File: src/rtl/core/parst_pkg.sv
// Shared constants and controller/datapath interface types for the range-sum tree.
package parst_pkg;

   localparam int MAX_LEN     = 1024;
   localparam int LEN_W       = 11;
   localparam int VALUE_W     = 32;
   localparam int NODE_COUNT  = 4 * MAX_LEN;
   localparam int NODE_AW     = $clog2(NODE_COUNT);
   localparam int STACK_DEPTH = 16;
   localparam int STACK_AW    = $clog2(STACK_DEPTH);

   localparam logic FUNC_ADD   = 1'b0;
   localparam logic FUNC_QUERY = 1'b1;

   localparam logic STATUS_DONE    = 1'b0;
   localparam logic STATUS_IGNORED = 1'b1;

   typedef struct packed {
      logic clear_step;
      logic load;
      logic mem_read;
      logic add_write;
      logic descend;
      logic push_go_left;
      logic pop;
      logic accumulate;
   } cmd_type;

   typedef struct packed {
      logic clear_last;
      logic req_is_add;
      logic add_ok;
      logic is_leaf;
      logic disjoint;
      logic covered;
      logic stack_empty;
   } sts_type;

endpackage

File: src/rtl/core/parst_ctrl.sv
// Sequencer for clearing sweep, add path walk and query traversal.
module parst_ctrl (
   input  logic               clock,
   input  logic               reset,
   input  logic               start,
   input  logic               csr_wr_en,
   input  parst_pkg::sts_type sts,
   output parst_pkg::cmd_type cmd,
   output logic               busy,
   output logic               rsp_valid
);
   import parst_pkg::*;

   typedef enum logic [6:0] {
      ST_CLEAR   = 7'b0000001,
      ST_IDLE    = 7'b0000010,
      ST_A_READ  = 7'b0000100,
      ST_A_WRITE = 7'b0001000,
      ST_Q_VISIT = 7'b0010000,
      ST_Q_ACC   = 7'b0100000,
      ST_DONE    = 7'b1000000
   } state_type;

   state_type state_ff, state_in;

   always_comb begin
      state_in = state_ff;
      cmd      = '0;
      unique case (state_ff)
         ST_CLEAR: begin
            cmd.clear_step = 1'b1;
            if (sts.clear_last) state_in = ST_IDLE;
         end
         ST_IDLE: begin
            if (start) begin
               cmd.load = 1'b1;
               if (!sts.req_is_add) begin
                  state_in = ST_Q_VISIT;
               end else if (sts.add_ok) begin
                  state_in = ST_A_READ;
               end else begin
                  state_in = ST_DONE;
               end
            end
         end
         ST_A_READ: begin
            cmd.mem_read = 1'b1;
            state_in     = ST_A_WRITE;
         end
         ST_A_WRITE: begin
            // every node on the path gains the same delta
            cmd.add_write = 1'b1;
            if (sts.is_leaf) begin
               state_in = ST_DONE;
            end else begin
               cmd.descend = 1'b1;
               state_in    = ST_A_READ;
            end
         end
         ST_Q_VISIT: begin
            if (sts.disjoint) begin
               if (sts.stack_empty) state_in = ST_DONE;
               else cmd.pop = 1'b1;
            end else if (sts.covered) begin
               cmd.mem_read = 1'b1;
               state_in     = ST_Q_ACC;
            end else begin
               // hold the right half for later, walk into the left half
               cmd.push_go_left = 1'b1;
            end
         end
         ST_Q_ACC: begin
            cmd.accumulate = 1'b1;
            if (sts.stack_empty) begin
               state_in = ST_DONE;
            end else begin
               cmd.pop  = 1'b1;
               state_in = ST_Q_VISIT;
            end
         end
         ST_DONE: begin
            state_in = ST_IDLE;
         end
         default: begin
            state_in = ST_CLEAR;
         end
      endcase
      // a length write restarts the clearing sweep
      if (csr_wr_en) state_in = ST_CLEAR;
   end

   always_ff @(posedge clock) begin
      if (reset) begin
         state_ff <= ST_CLEAR;
      end else begin
         state_ff <= state_in;
      end
   end

   assign busy      = (state_ff != ST_IDLE);
   assign rsp_valid = (state_ff == ST_DONE);

   a_done_one_beat: assert property (@(posedge clock) disable iff (reset)
      state_ff == ST_DONE |=> state_ff != ST_DONE)
      else $error("result beat held longer than one cycle");

   a_accept_leaves_idle: assert property (@(posedge clock) disable iff (reset)
      (start && !busy && !csr_wr_en) |=> busy)
      else $error("accepted beat did not make the block busy");

   a_csr_starts_clear: assert property (@(posedge clock) disable iff (reset)
      csr_wr_en |=> state_ff == ST_CLEAR)
      else $error("length write did not start the clearing sweep");

endmodule

File: config.mk
export PLATFORM = sky130hd
export DESIGN_NAME = parst_ctrl
export DESIGN_NICKNAME = d
export VERILOG_FILES = /design/src/rtl/core/parst_pkg.sv /design/src/rtl/core/parst_ctrl.sv
export SDC_FILE = /design/constraint.sdc
export NUM_CORES = 1
export LEC_CHECK = 0
export ABC_AREA = 1
export BUFFER_PORTS_ARGS = -buffer_cell sky130_fd_sc_hd__buf_2
export CORE_AREA = 3 3 40 42
export DETAILED_ROUTE_END_ITERATION = 8
export DIE_AREA = 0 0 43 45
export MAX_ROUTING_LAYER = met4
export PLACE_DENSITY = 0.7
export SLEW_MARGIN = 25
export SYNTH_ARGS = -nofsm -noshare
export SYNTH_HDL_FRONTEND = slang
export SYNTH_SLANG_ARGS = --single-unit
File: constraint.sdc
create_clock -name clock -period 3.5 [get_ports clock]
set_clock_uncertainty 0.1 [all_clocks]
set_input_delay 0.525 -clock clock [delete_from_list [all_inputs] [get_ports clock]]
set_output_delay 0.525 -clock clock [all_outputs]
set_load 0.01 [all_outputs]
==> flow_summary.ini, run 1 <==
[placed_design]
pre_cts_slack_ps = 1712
dp.final_hpwl_um = 1109
place.port_buffers = 20
detailed_place.area_um2 = 675.6
place.gp.congestion = 0.8643

[power_and_ir_drop]
max-vdd-ir-drop_uv = 279.4
power.static_leakage_uw = 0.0004232
pwr_density_cell_mw_per_mm2 = 285.6

[critical_path]
cp.buffers_inverters = 2
setup.worst_path.class = flip-flop to primary output
worst-r2r-setup-slack_ps = 2110
critPathTopFamily = simple AND/OR/NAND/NOR gates
timing.critical_path.fanout_max = 7
worstSetupStartpointType = flip-flop
cp.required_ps = 2870
crit_path_frequent_cell = nand2_1
timing.critical_path.slowest_cell_delay_ps = 320
critical_path_arrival_ps = 1440
critPathCaptureType = primary output
crit_slowest_cell = dfxtp_1
critical_path.cell_chain = inv_1, nand2_2, nor2_4, nand2_1, nor2_1, nand2_1, nand2_1, buf_2

[final_layout]
layout.area.seq_um2 = 140.1
final_util_pct = 54.63
layout_top_registers = state_ff: 7 flops
diodes = 0
final_design_area_no_fill_um2 = 701.9
layout-drive-gt1-share_pct = 27.20
areaGrowthSynthToFinish_pct = 26.07
area_of_the_multi_input_gates_um2 = 341.6
max_ffs_per_register = 7
fill_cells = 142
layout.nets = 137
regMostFlops = state_ff

[timing]
final_hold_viol_count = 0
accumulated_negative_setup_slack_ps = 0
post-route-period-util_pct = 58.94
fin_ws_ps = 1437
hold_ws_ps = 342.5
finalWorstPathRequiredPeriod_ps = 2063
grt_setup_unrepaired = false
setup_viol = 0
max_slew.worst_pin.slew_ps = 373.6
timing.fmax_mhz = 484.8
slew_viol_final = 0
slew_headroom_pct = 74.90

[hold_path]
worstHoldPathType = primary input to flip-flop

[status]
status = complete, no violations

[cts]
cts_setup_buffers = 0
cts.hold.buffers_added = 0
cts_max_path_bufs = 2
cts-buffers-inserted = 3
cts_tree = built
cts_root_buf = clkbuf_4
cts_max_level = 1
cts-resized-gates = 0
clk_transition_reported_paths_ps = 60
cts_num_sinks = 7
insertion_delay_ps = 250

[synth]
synth_cell_type_count = 14
synth_area_per_cell_um2 = 5.513
ys_warn_count = 0
syn-num-nets = 112
seq_area_frac_synth_pct = 25.17
gate_count_of_the_mapped_netlist = 101
yosys_register_bits = 7
syn_area_um2 = 556.8

[routing]
antenna_violating_nets_post_route = 0
routed_wire_length_per_instance_um = 9.079
drc = 0
drt-total-wl_um = 1271
drt_first_iter_violations = 8
initial_drt_pass_iterations = 4
num_vias = 640
detail_route.vias_per_cell = 4.571

[floorplan]
io-pin-count = 21
placeableCoreArea_mm2 = 0.001285
floorplan.die.width_um = 43
fp.dieArea_mm2 = 0.001935
die_h_um = 45
initial_utilization_pct = 43.33
total_number_of_placement_rows = 13

[global_route]
pin_count_of_the_biggest_net_entering_global_routing = 9
grt_pass1_vias = 556
grt_pass1_wl_um = 2145
antenna_found_initial = 0
grt-ovfl-total = 0
groute.usage.overall_pct = 15.27

[job]
timing.max_cap.violations = 0
==> report_power, final <==
| part | total, uW | internal [uW] | switching (uW) |
|---|---|---|---|
| logic | 43.1 | 16.2 | 27.0 |
| clock network | 72.8 | 43.5 | 29.3 |
| registers | 84.5 | 82.2 | 2.30 |
==> kinds of logic (layout without fill, tap and decap cells) <==
family | Yosys count | in the layout | synth area share, %
AND/OR/NAND/NOR | 70 | 70 | 57.75
buffers and inverters | 20 | 44 | 13.48
flip-flops | 7 | 7 | 25.17
AO/OA/AOI/OAI | 4 | 4 | 3.594
==> final cells by class <==
| type | instances | area share, % |
|---|---|---|
| sequential | 7 | 19.96 |
| tap | 15 | 2.674 |
| multi-input combinational | 74 | 48.66 |
| inverter | 20 | 10.70 |
| clock buffer | 4 | 3.743 |
| timing repair buffer | 20 | 14.26 |
==> Yosys cell counts, drive strengths merged <==
| library cell | n | area (um^2) |
|---|---|---|
| dfxtp | 7 | 140.1 |
| o21ai | 4 | 20.01 |
| nand3 | 14 | 75.07 |
| inv | 20 | 75.07 |
| nand4 | 1 | 6.260 |
| nor2 | 25 | 116.4 |
| nand2 | 27 | 108.9 |
| nor3 | 3 | 15.01 |
==> through the flow <==
| step | total power [uW] | cells |
|---|---|---|
| 2_1_floorplan | 114.7 | 101 |
| 3_3_place_gp | 129.5 | 136 |
| 3_5_place_dp | 129.7 | 136 |
| 4_1_cts | 203.1 | 140 |
| 5_1_grt | 216.3 | 140 |
| 6_report | 200.5 | 140 |
==> layout by cell type (no fill, tap or decap) <==
| master | count |
|---|---|
| nor3_1 | 3 |
| nand2_2 | 3 |
| nand3_1 | 13 |
| nor2_4 | 2 |
| inv_2 | 2 |
| o21ai_1 | 3 |
| clkbuf_1 | 1 |
| buf_2 | 20 |
| dfxtp_1 | 7 |
| clkbuf_4 | 3 |
| inv_1 | 18 |
| nor2_1 | 20 |
| nand2_1 | 24 |
| nor2_2 | 3 |
| nand3_2 | 1 |
| o21ai_0 | 1 |
| nand4_1 | 1 |
==> worst paths after layout <==
| check | depth (start not counted) | to | start |
|---|---|---|---|
| worst min register to register | 2 | state_ff[1] | state_ff[1] |
| worst max register to register | 9 | state_ff[4] | state_ff[6] |
| worst max-delay path | 8 | cmd[5] | state_ff[3] |
| worst min-delay path | 2 | state_ff[3] | csr_wr_en |
==> per-layer routing <==
metal | track usage (%) | routed length, um | vias to the layer above
li1 | - | - | 357
met1 | 17.59 | 580 | 270
met2 | 24.85 | 616 | 13
met3 | 6.375 | 73 | 0
met4 | 3.614 | 0 | 0
met5 | - | 0 | -
(Power assumes the default switching activity.)
==> inputs of run 2 (changes only) <==
Settings changed: ABC_AREA 1 to 0, PLACE_DENSITY 0.7 to 0.73.
Clock period 3.5 ns to 2.1 ns, I/O delays scaled along.
==> run 2 against run 1 <==
  * The run now ends with setup timing left
  * Routed wire length increased by 44%
  * Non-clock buffer count increased by 10
  * Global-route usage up 5.2 points
  * Largest cell class unchanged
==> flow_summary.ini, run 2 <==
[power_and_ir_drop]
power.net_switching_uw = 94.00
share_clk_of_total_power_pct = 35.6
power_frac_seq_pct = 39.3
power.static_leakage_uw = 0.0003739
max-vdd-ir-drop_uv = 338.9
pwr_density_cell_mw_per_mm2 = 394.5
power.internal_uw = 249.5
power_frac_comb_pct = 25.1
sw_frac_of_total_pct = 27.36

[floorplan]
die_h_um = 45
fp.dieArea_mm2 = 0.001935
io-pin-count = 21
floorplan.die.width_um = 43
placeableCoreArea_mm2 = 0.001285
initial_utilization_pct = 46.74
total_number_of_placement_rows = 13

[timing]
slew_headroom_pct = 77.73
slew_viol_final = 0
hold_ws_ps = 142.8
grt_setup_unrepaired = true
setup_viol = 2
post-route-period-util_pct = 102.9
max_slew.worst_pin.slew_ps = 331.5
fin_ws_ps = -60.61
finalWorstPathRequiredPeriod_ps = 2161
timing.fmax_mhz = 462.8
final_hold_viol_count = 0

[critical_path]
cp.buffers_inverters = 1
worstSetupStartpointType = flip-flop
critPathTopFamily = simple AND/OR/NAND/NOR gates
worst-r2r-setup-slack_ps = 300
worstReg2RegStart = state_ff[1]
critical_path.cell_chain = or4_4, or3_4, nor3_2, buf_2
setup.worst_path.class = flip-flop to primary output
timing.critical_path.fanout_max = 3
critical_path.startpoint = state_ff[5]
critPathCaptureType = primary output
worst_r2r_path_depth = 6
critical_path_arrival_ps = 1750
cp.required_ps = 1680
timing.critical_path.slowest_cell_delay_ps = 540
crit_slowest_cell = or4_4
reg2reg_to = state_ff[1]

[final_layout]
finish.cell_count_without_fillers = 119
highest_count_cells_in_the_layout_ignoring_fill_and_taps = 20 x buf_2, 10 x buf_4, 6 x nor3_1
layout.nets = 116
layout-drive-gt1-share_pct = 54.81
regMostFlops = state_ff
areaGrowthSynthToFinish_pct = 45.00
layout_top_registers = state_ff: 7 flops
fill_cells = 116
layout_commonest_cell = buf_2
max_ffs_per_register = 7
diodes = 0
final_design_area_no_fill_um2 = 870.8

[placed_design]
place.port_buffers = 20
detailed_place.area_um2 = 733.2
dp.final_hpwl_um = 1247
place.gp.congestion = 0.7926
numPlacedInstances = 111

[cts]
insertion_delay_ps = 260
cts-buffers-inserted = 3
cts_max_level = 1
cts_tree = built
cts_num_sinks = 7
cts_max_path_bufs = 2
clk_transition_reported_paths_ps = 50
cts_root_buf = clkbuf_4

[routing]
drc = 0
detail_route.vias_per_cell = 6.017
initial_drt_pass_iterations = 4
num_vias = 716
drt-total-wl_um = 1833
routed_wire_length_per_instance_um = 15.40
drt_first_iter_violations = 8
antenna_violating_nets_post_route = 0

[synth]
seq_area_frac_synth_pct = 23.33
yosysMostFrequentCell = nor3_1
post_synth_most_frequent_cells = 8 x nor3_1, 7 x dfxtp_1, 5 x nor2_1, 4 x o21ai_0
synth_flop_cell = dfxtp_1
synth-edff-count = 0
synth_cell_type_count = 36
yosysTopAreaCellShare_pct = 23.33
syn-num-nets = 87
gate_count_of_the_mapped_netlist = 76
synth_area_per_cell_um2 = 7.902
syn_area_um2 = 600.6
netlist_top_cells_area = dfxtp_1 23%, nor3_1 6.7%, nor4b_1 4.4%, mux2_2 3.8%, or4_4 3.8%
synth_largest_area_cell = dfxtp_1
yosys_register_bits = 7
ys_async_sr_fraction_pct = 0
ys_warn_count = 0

[global_route]
pin_count_of_the_biggest_net_entering_global_routing = 13
met3_usage_pct = 5.179
global_routing_met2_resource_utilization_pct = 32.93
grt-ovfl-total = 0
grt_pass1_wl_um = 2746
grt_pass1_vias = 632
globalRouteMet1Util_pct = 22.87
antenna_found_initial = 0
global_route.peak_usage_layer = met2
groute.usage.overall_pct = 20.48

[hold_path]
worst_hold_startpoint = csr_wr_en
whs_path_depth = 2
worstHoldPathType = primary input to flip-flop
holdPathEnd = state_ff[3]

[job]
timing.max_cap.violations = 0

[status]
failed_checks = setup timing
status = finished, violations left
run 2: timing repair:
| action | 4_1_cts | 5_1_grt |
|---|---|---|
| endpoints found under the setup margin | 5 | 8 |
| gates resized for setup | 8 | 13 |
| hold buffers | 0 | 0 |
| setup buffers | 0 | 4 |
| pin swaps | 1 | 1 |
run 2: power groups by stage:
stage / clock, uW / sequential, uW / combinational, uW
CTS: 128 / 138 / 80.7
finish: 122 / 135 / 86.2
global placement: 0 / 140 / 74.7
detailed placement: 0 / 140 / 76.1
floorplan: 0 / 140 / 47.1
global route: 137 / 135 / 94.8
run 2: per-layer routing:
metal  part of all wire (%)  up-vias
li1                       -      347
met1                     41      336
met2                     51       27
met3                    6.8        6
met4                    1.7        0
met5                      0        -
run 2: area by class of cell:
| cell class | instances | area [um^2] | share of cell area [%] |
|---|---|---|---|
| clock buffer | 4 | 26.28 | 3.017 |
| timing repair buffer | 30 | 175.2 | 20.11 |
| inverter | 3 | 11.26 | 1.293 |
| multi-input combinational | 60 | 489.2 | 56.18 |
| sequential | 7 | 150.1 | 17.24 |
| tap | 15 | 18.77 | 2.155 |
run 2: worst max-delay path by stage:
stage | end | cells past startpoint
2_1_floorplan | cmd[5] | 4
3_3_place_gp | cmd[5] | 4
3_5_place_dp | cmd[2] | 4
4_1_cts | cmd[2] | 4
5_1_grt | cmd[2] | 4
6_report | cmd[2] | 4
run 2: kinds of logic after synthesis:
family          count (synthesis)  share of synthesized area, %
flops                           7                         23.33
simple gates                   41                         45.00
compound gates                 15                         17.92
buf+inv                         9                         7.082
mux                             2                         3.750
xor+xnor                        2                         2.917
run 2: metrics by stage:
stage / total power, uW / util [%] / worst slack [ps] / setup TNS, ps
2_1_floorplan: 187.0 / - / 91.41 / 0
3_3_place_gp: 214.8 / 57.06 / 192.4 / 0
3_5_place_dp: 216.4 / 57.06 / 152.1 / 0
4_1_cts: 346.0 / 61.83 / -56.48 / -96.56
5_1_grt: 367.1 / 67.77 / -129.9 / -333.6
6_report: 343.5 / 67.77 / -60.61 / -91.44
